File: config.mk
export PLATFORM = sky130hd
export DESIGN_NAME = lj_pfv_ram
export DESIGN_NICKNAME = d
export VERILOG_FILES = /design/src/hdl/lj_pfv_ram.sv
export SDC_FILE = /design/constraint.sdc
export NUM_CORES = 1
export LEC_CHECK = 0
export BUFFER_PORTS_ARGS = -buffer_cell sky130_fd_sc_hd__buf_2
export CORE_MARGIN = 5
export CORE_UTILIZATION = 50
export DETAILED_ROUTE_END_ITERATION = 6
export PLACE_DENSITY = 0.66
export SKIP_LAST_GASP = 1
export SLEW_MARGIN = 20
export SYNTH_ARGS = -nofsm -noshare
export SYNTH_HDL_FRONTEND = slang
export SYNTH_SLANG_ARGS = --single-unit
File: constraint.sdc
create_clock -name i_clk -period 3.1 [get_ports i_clk]
set_input_delay 0.93 -clock i_clk [delete_from_list [all_inputs] [get_ports i_clk]]
set_output_delay 0.93 -clock i_clk [all_outputs]
set_load 0.05 [all_outputs]
File: src/hdl/lj_pfv_ram.sv
// ----------------------------------------------------------------------------
// lj_pfv_ram
// Simple dual-port RAM: one write port, one read port with registered data.
// ----------------------------------------------------------------------------
module lj_pfv_ram #(
    parameter int WIDTH = 8,
    parameter int DEPTH = 64
) (
    input  logic                     i_clk,
    input  logic                     i_we,
    input  logic [$clog2(DEPTH)-1:0] i_waddr,
    input  logic [WIDTH-1:0]         i_wdata,
    input  logic [$clog2(DEPTH)-1:0] i_raddr,
    output logic [WIDTH-1:0]         o_rdata
);
    logic [WIDTH-1:0] r_mem [DEPTH];

    always_ff @(posedge i_clk) begin
        if (i_we) begin
            r_mem[i_waddr] <= i_wdata;
        end
        o_rdata <= r_mem[i_raddr];
    end
endmodule

==> results.ini, run 1 <==
[cts]
cts_tree = yes
clkTransAtPathRegs_ns = 0.07
numCtsBuffers = 50
clock_path_buffers = 3
root_buffer = clkbuf_16
cts_hold_buf = 0
cts_resized = 0
htreeDepth = 2
cts.sinks = 520
post-cts-setup-buffer-count = 0
clkLatencyLatePin_ns = 0.58

[routing]
drt_iter0_drc = 1180
routed_wl_mm = 44.8
dr.pass1.iters = 5
ant_nets = 0
viasPerCell = 5.93
drc = 0
wl_per_cell_um = 27.0
vias = 9861

[logic_synthesis]
syn_area_per_cell_um2 = 21.5
ys_ff_latch = 520
ys_seq_area_frac = 0.770
yosysWarnings = 0
synthDistinctLibCells = 40
synth_top_area_cell = edfxtp_1
syn_inst = 940
synth_area_leaders = edfxtp_1 76%, mux4_2 14%, nor2_1 1.5%, mux2i_1 1.1%, dfxtp_1 0.79%
synth_area_mm2 = 0.0202
syn_nets = 962
netlist.area_leader.share = 0.762

[worst_setup_path]
r2r_start = r_mem[25][4]
worstPathArrival_ns = 3.38
critPathLaunch = i_raddr[0]
r2r_cells = 5
critPathLaunchType = input pin
path_class = in2reg
cp_data_required_time_ns = 3.53
regToRegEndpoint = o_rdata[4]
worst_setup_path_end_kind = register
cp_max_fo = 22
regToRegSetupSlack_ns = 0.75

[final_layout]
most-common-layout-cells = 512 x edfxtp_1, 127 x buf_4, 126 x mux4_2
multiInputGateArea_mm2 = 0.00432
nFillCells = 2871
seq_area_mm2 = 0.0155
final_layout_size_suffix_gt1_frac = 0.327
layout_commonest_cell = edfxtp_1
syn_to_final_growth_pct = 15.9
final_nets = 1125
finalInstanceArea_mm2 = 0.0234
n_antenna_cell = 0

[global_routing]
first_global_vias = 10200
antenna_found_initial = 3
track_usage = 0.207
gr-total-overflow = 0
grt_pass1_wl_mm = 67.2
grt_max_degree = 48

[worst_hold_path]
min_path_type = in2reg
hold_end = o_rdata[1]
hold_start = i_raddr[5]
hold_depth = 3

[power_and_ir_drop]
clkPwrFrac = 0.411
seqPwrFrac = 0.533
ir_drop_mv = 0.371
internal_power_mw = 11.7
power.density_mw_per_mm2 = 626
switchingPower_mw = 2.97
power_leakage_nw = 7.57
fin_total_pwr_mw = 14.6
p_sw_frac = 0.203
combPwrFrac = 0.056

[die]
rows = 73
die_area_mm2 = 0.0444
die_h_um = 211
num_io_pins = 30
dieWidth_um = 211
core_region_area_mm2 = 0.0398
start_util = 0.506

[flow_run]
maxCapViolations = 0

[sta]
finalSetupTns_ns = 0
maxSlewHeadroom = 0.380
setup_viol = 0
finalCritPeriodShare = 0.953
postLayoutSetupSlackWorst_ns = 0.145
fmax_ghz = 0.338
hold_slack_ns = 0.816
drv_slew = 0
hold_violations = 0
grt_setup_unrepaired = false
period_needed_ns = 2.95
fin_skew_ns = 0.0228
worst_slew_pin_slew_ns = 0.907

[placement]
dp.final_hpwl_mm = 29.2
portBuffers = 29
place_area_mm2 = 0.0218
place.gp.congestion = 0.842
dp_slack_ns = -0.278

[run_status]
run_status = complete, no violations

-- cells by family (layout without fill, tap and decap cells) --
group	Yosys count	after routing	synth area share
flops	520	520	0.770
mux	162	162	0.159
simple gates	153	153	0.0339
compound gates	54	54	0.0207
buf+inv	51	248	0.0157
-- area by class of cell --
| cell class | count | area share |
|---|---|---|
| Clock buffer | 63 | 0.0578 |
| Clock inverter | 23 | 0.0114 |
| Multi-Input combinational cell | 369 | 0.185 |
| Sequential cell | 520 | 0.664 |
| Tap cell | 525 | 0.0281 |
| Timing Repair Buffer | 162 | 0.0538 |
-- routing by layer --
metal / vias to the layer above / track usage / routed length (µm)
li1: 4247 / - / -
met1: 5137 / 0.291 / 18200
met2: 380 / 0.323 / 21300
met3: 91 / 0.0585 / 4010
met4: 6 / 0.0570 / 1230
met5: - / 0 / 31
-- state kept, by name, indices dropped and copies added, names as in the netlist --
register	flops
o_rdata	8
r_mem	512
-- synthesized netlist by cell type --
| master | n |
|---|---|
| edfxtp_1 | 512 |
| nand2_1 | 19 |
| nand3b_1 | 3 |
| nand4_1 | 2 |
| mux2i_1 | 23 |
| o21ai_1 | 2 |
| buf_12 | 2 |
| o32ai_1 | 2 |
| nor3_1 | 7 |
| o22ai_1 | 8 |
| a21oi_1 | 3 |
| o221ai_1 | 8 |
| nand3_1 | 13 |
| a22oi_1 | 3 |
| a31oi_1 | 1 |
| mux2_2 | 13 |
| nor2_1 | 83 |
| buf_2 | 11 |
| or3_1 | 1 |
| o21a_1 | 2 |
| a2111oi_0 | 2 |
| nand2b_1 | 7 |
| o2bb2ai_1 | 3 |
| o221a_2 | 2 |
| a221oi_1 | 6 |
| buf_1 | 4 |
| o21ai_0 | 2 |
| nor4_1 | 2 |
| a211oi_1 | 4 |
| dfxtp_1 | 8 |
| clkbuf_1 | 17 |
| o311ai_1 | 1 |
| nand4b_1 | 1 |
| and2_1 | 1 |
| buf_6 | 4 |
| mux4_2 | 126 |
| nor2b_1 | 14 |
| buf_4 | 13 |
| o2111ai_1 | 3 |
| o41ai_1 | 2 |
-- metrics by stage --
stage	cells	utilization
3_3_place_gp	1576	0.547
4_1_cts	1662	0.587
6_report	1662	0.587
2_1_floorplan	940	-
3_5_place_dp	1576	0.547
5_1_grt	1662	0.587
-- worst max-delay path, cell delays in order --
cell and delay (ns):
clkbuf_8 0.28, buf_4 0.24, mux4_2 0.50, mux2_2 0.28, o221a_2 0.28, nor3_1 0.63, o32ai_1 0.22
-- power groups by stage --
stage          registers [mW]  clock network [mW]  logic (mW)
2_1_floorplan            7.99                   0       0.415
3_3_place_gp             7.95                   0       0.816
3_5_place_dp             7.95                   0       0.828
4_1_cts                  7.80                6.13       0.831
5_1_grt                  7.80                6.44       0.881
6_report                 7.80                6.01       0.825
-- how the worst max path moves through the flow --
| stage | to | slack, ns | cells after the start |
|---|---|---|---|
| after floorplan | o_rdata[3] | 0.50 | 7 |
| after global placement | o_rdata[4] | -0.22 | 7 |
| after detailed placement | o_rdata[4] | -0.28 | 7 |
| after CTS | o_rdata[4] | 0.31 | 7 |
| after global routing | o_rdata[4] | 0.18 | 7 |
| final | o_rdata[4] | 0.15 | 7 |
No activity file was read; power rests on OpenSTA's default activity.
==> inputs of run 2 (changes only) <==
--- a/config.mk
+++ b/config.mk
@@ -6,10 +6,12 @@
 export NUM_CORES = 1
 export LEC_CHECK = 0
 export BUFFER_PORTS_ARGS = -buffer_cell sky130_fd_sc_hd__buf_2
+export CELL_PAD_IN_SITES_DETAIL_PLACEMENT = 0
+export CELL_PAD_IN_SITES_GLOBAL_PLACEMENT = 1
 export CORE_MARGIN = 5
 export CORE_UTILIZATION = 50
 export DETAILED_ROUTE_END_ITERATION = 6
-export PLACE_DENSITY = 0.66
+export PLACE_DENSITY_LB_ADDON = 0.1
 export SKIP_LAST_GASP = 1
 export SLEW_MARGIN = 20
 export SYNTH_ARGS = -nofsm -noshare
==> run 2 against run 1 <==
Against the previous run: clock power down 0.7%; worst setup slack better by 0.29 ns; clock skew is 0.0098 ns lower; via count stayed put; global-route usage rose by 0.79 points; largest power group unchanged; count of clock-buffer cells in the layout is 3 higher; total power decreased by 0.26%.
==> results.ini, run 2 (same netlist as run 1, synthesis figures left out) <==
[power_and_ir_drop]
combPwrFrac = 0.056
ir_drop_mv = 0.490
clkPwrFrac = 0.409
fin_total_pwr_mw = 14.6
power.density_mw_per_mm2 = 625
p_sw_frac = 0.208
power_leakage_nw = 7.55
seqPwrFrac = 0.535
switchingPower_mw = 3.04
internal_power_mw = 11.6

[routing]
drt_iter0_drc = 1015
drc = 0
viasPerCell = 5.94
dr.pass1.iters = 5
routed_wl_mm = 46.5
ant_nets = 0
wl_per_cell_um = 28.0
vias = 9861

[cts]
cts_tree = yes
cts.sinks = 520
cts_resized = 0
post-cts-setup-buffer-count = 0
numCtsBuffers = 52
cts_hold_buf = 0
clkLatencyLatePin_ns = 0.59
htreeDepth = 2
clkTransAtPathRegs_ns = 0.06
root_buffer = clkbuf_16
clock_path_buffers = 3

[die]
core_region_area_mm2 = 0.0398
rows = 73
start_util = 0.506
num_io_pins = 30
die_area_mm2 = 0.0444
die_h_um = 211
dieWidth_um = 211

[sta]
maxSlewHeadroom = 0.424
fin_skew_ns = 0.0131
postLayoutSetupSlackWorst_ns = 0.440
hold_violations = 0
drv_slew = 0
fmax_ghz = 0.376
finalCritPeriodShare = 0.858
period_needed_ns = 2.66
worst_slew_pin_slew_ns = 0.864
grt_setup_unrepaired = false
setup_viol = 0

[global_routing]
track_usage = 0.214
use_met1 = 0.314
gr-total-overflow = 0
top_usage_layer = met2
first_global_vias = 10300
met3_usage = 0.0435
antenna_found_initial = 2
grt_max_degree = 65
grt_use_met2 = 0.334
grt_pass1_wl_mm = 69.3

[final_layout]
most-common-layout-cells = 512 x edfxtp_1, 126 x mux4_2, 114 x buf_4
n_antenna_cell = 0
reg.largest.list = r_mem x512, o_rdata x8
syn_to_final_growth_pct = 15.8
final_nets = 1117
layout_commonest_cell = edfxtp_1
regMostFlops = r_mem
final_layout_size_suffix_gt1_frac = 0.322
largest_reg_flops = 512

[worst_setup_path]
critPathLaunchType = input pin
cp_data_required_time_ns = 3.55
r2r_start = r_mem[24][4]
crit_path_max_incr_delay_ns = 0.55
regToRegSetupSlack_ns = 0.86
critPathLaunch = i_raddr[0]
crit_chain = clkbuf_8 -> buf_12 -> buf_4 -> mux4_2 -> o221a_2 -> nor3_1 -> o32ai_1
path_class = in2reg
cp_max_fo = 18
worstPathArrival_ns = 3.11
regToRegEndpoint = o_rdata[4]
r2r_cells = 5
cp-endpoint = o_rdata[4]
worst_setup_path_end_kind = register
critPathSlowestCell = mux4_2

[run_status]
run_status = complete, no violations

[worst_hold_path]
min_path_type = in2reg

[placement]
place.gp.congestion = 0.780
dp_slack_ns = -0.0951
portBuffers = 29
dp.final_hpwl_mm = 30.2

[flow_run]
maxCapViolations = 0

[run 2: cell types whose count changed in the layout (fill, tap and decap cells not counted), moves of 2 or more]
cell        change
clkinv_2        +6
bufinv_16       -2
clkinvlp_4      -2
buf_12          +3
clkbuf_1        +4
clkbuf_8        -3
buf_4          -13
clkbuf_16       +2
[run 2: power by group through the flow]
stage | Clock, mW | Sequential [mW] | Combinational, mW
CTS | 6.10 | 7.81 | 0.828
finish | 5.97 | 7.81 | 0.818
floorplan | 0 | 7.99 | 0.415
global route | 6.41 | 7.81 | 0.873
detailed placement | 0 | 7.96 | 0.827
global placement | 0 | 7.96 | 0.810
[run 2: worst min path at each step]
stage,start,end,cells after the start,slack [ns]
2_1_floorplan,r_mem[34][0],o_rdata[0],4,0.72
3_3_place_gp,r_mem[39][3],o_rdata[3],4,0.88
3_5_place_dp,r_mem[39][3],o_rdata[3],4,0.89
4_1_cts,i_wdata[7],r_mem[0][7],1,0.73
5_1_grt,i_wdata[7],r_mem[51][7],1,0.73
6_report,i_wdata[7],r_mem[4][7],1,0.75
[run 2: critical path, delay by kind of cell]
| family | cells | cell delay (ns) |
|---|---|---|
| buffers and inverters | 3 | 0.62 |
| AND/OR/NAND/NOR | 1 | 0.54 |
| AO/OA/AOI/OAI | 2 | 0.45 |
| multiplexers | 1 | 0.55 |
[run 2: metal layers]
| layer | routed length (µm) | up-vias |
|---|---|---|
| li1 | - | 4240 |
| met1 | 20000 | 5199 |
| met2 | 22200 | 348 |
| met3 | 3130 | 70 |
| met4 | 1140 | 4 |
| met5 | 14 | - |
[run 2: per-stage QoR]
step                hold WS [ns]  utilization  cells  setup TNS [ns]  area (µm²)
floorplan                  0.718            -    940               0       20200
global placement           0.879        0.546   1566          -0.101       21700
CTS                        0.729        0.586   1660               0       23300
global route               0.733        0.586   1660               0       23300
finish                     0.747        0.586   1660               0       23300
detailed placement         0.889        0.546   1566          -0.159       21700
[run 2: area by class of cell]
cell class              count  area [µm²]
fillers                  2913       16500
clock inverters            28         243
multi-input cells         369        4320
flip-flops and latches    520       15500
well taps                 525         657
clock buffers              66        1380
repair buffers            152        1220
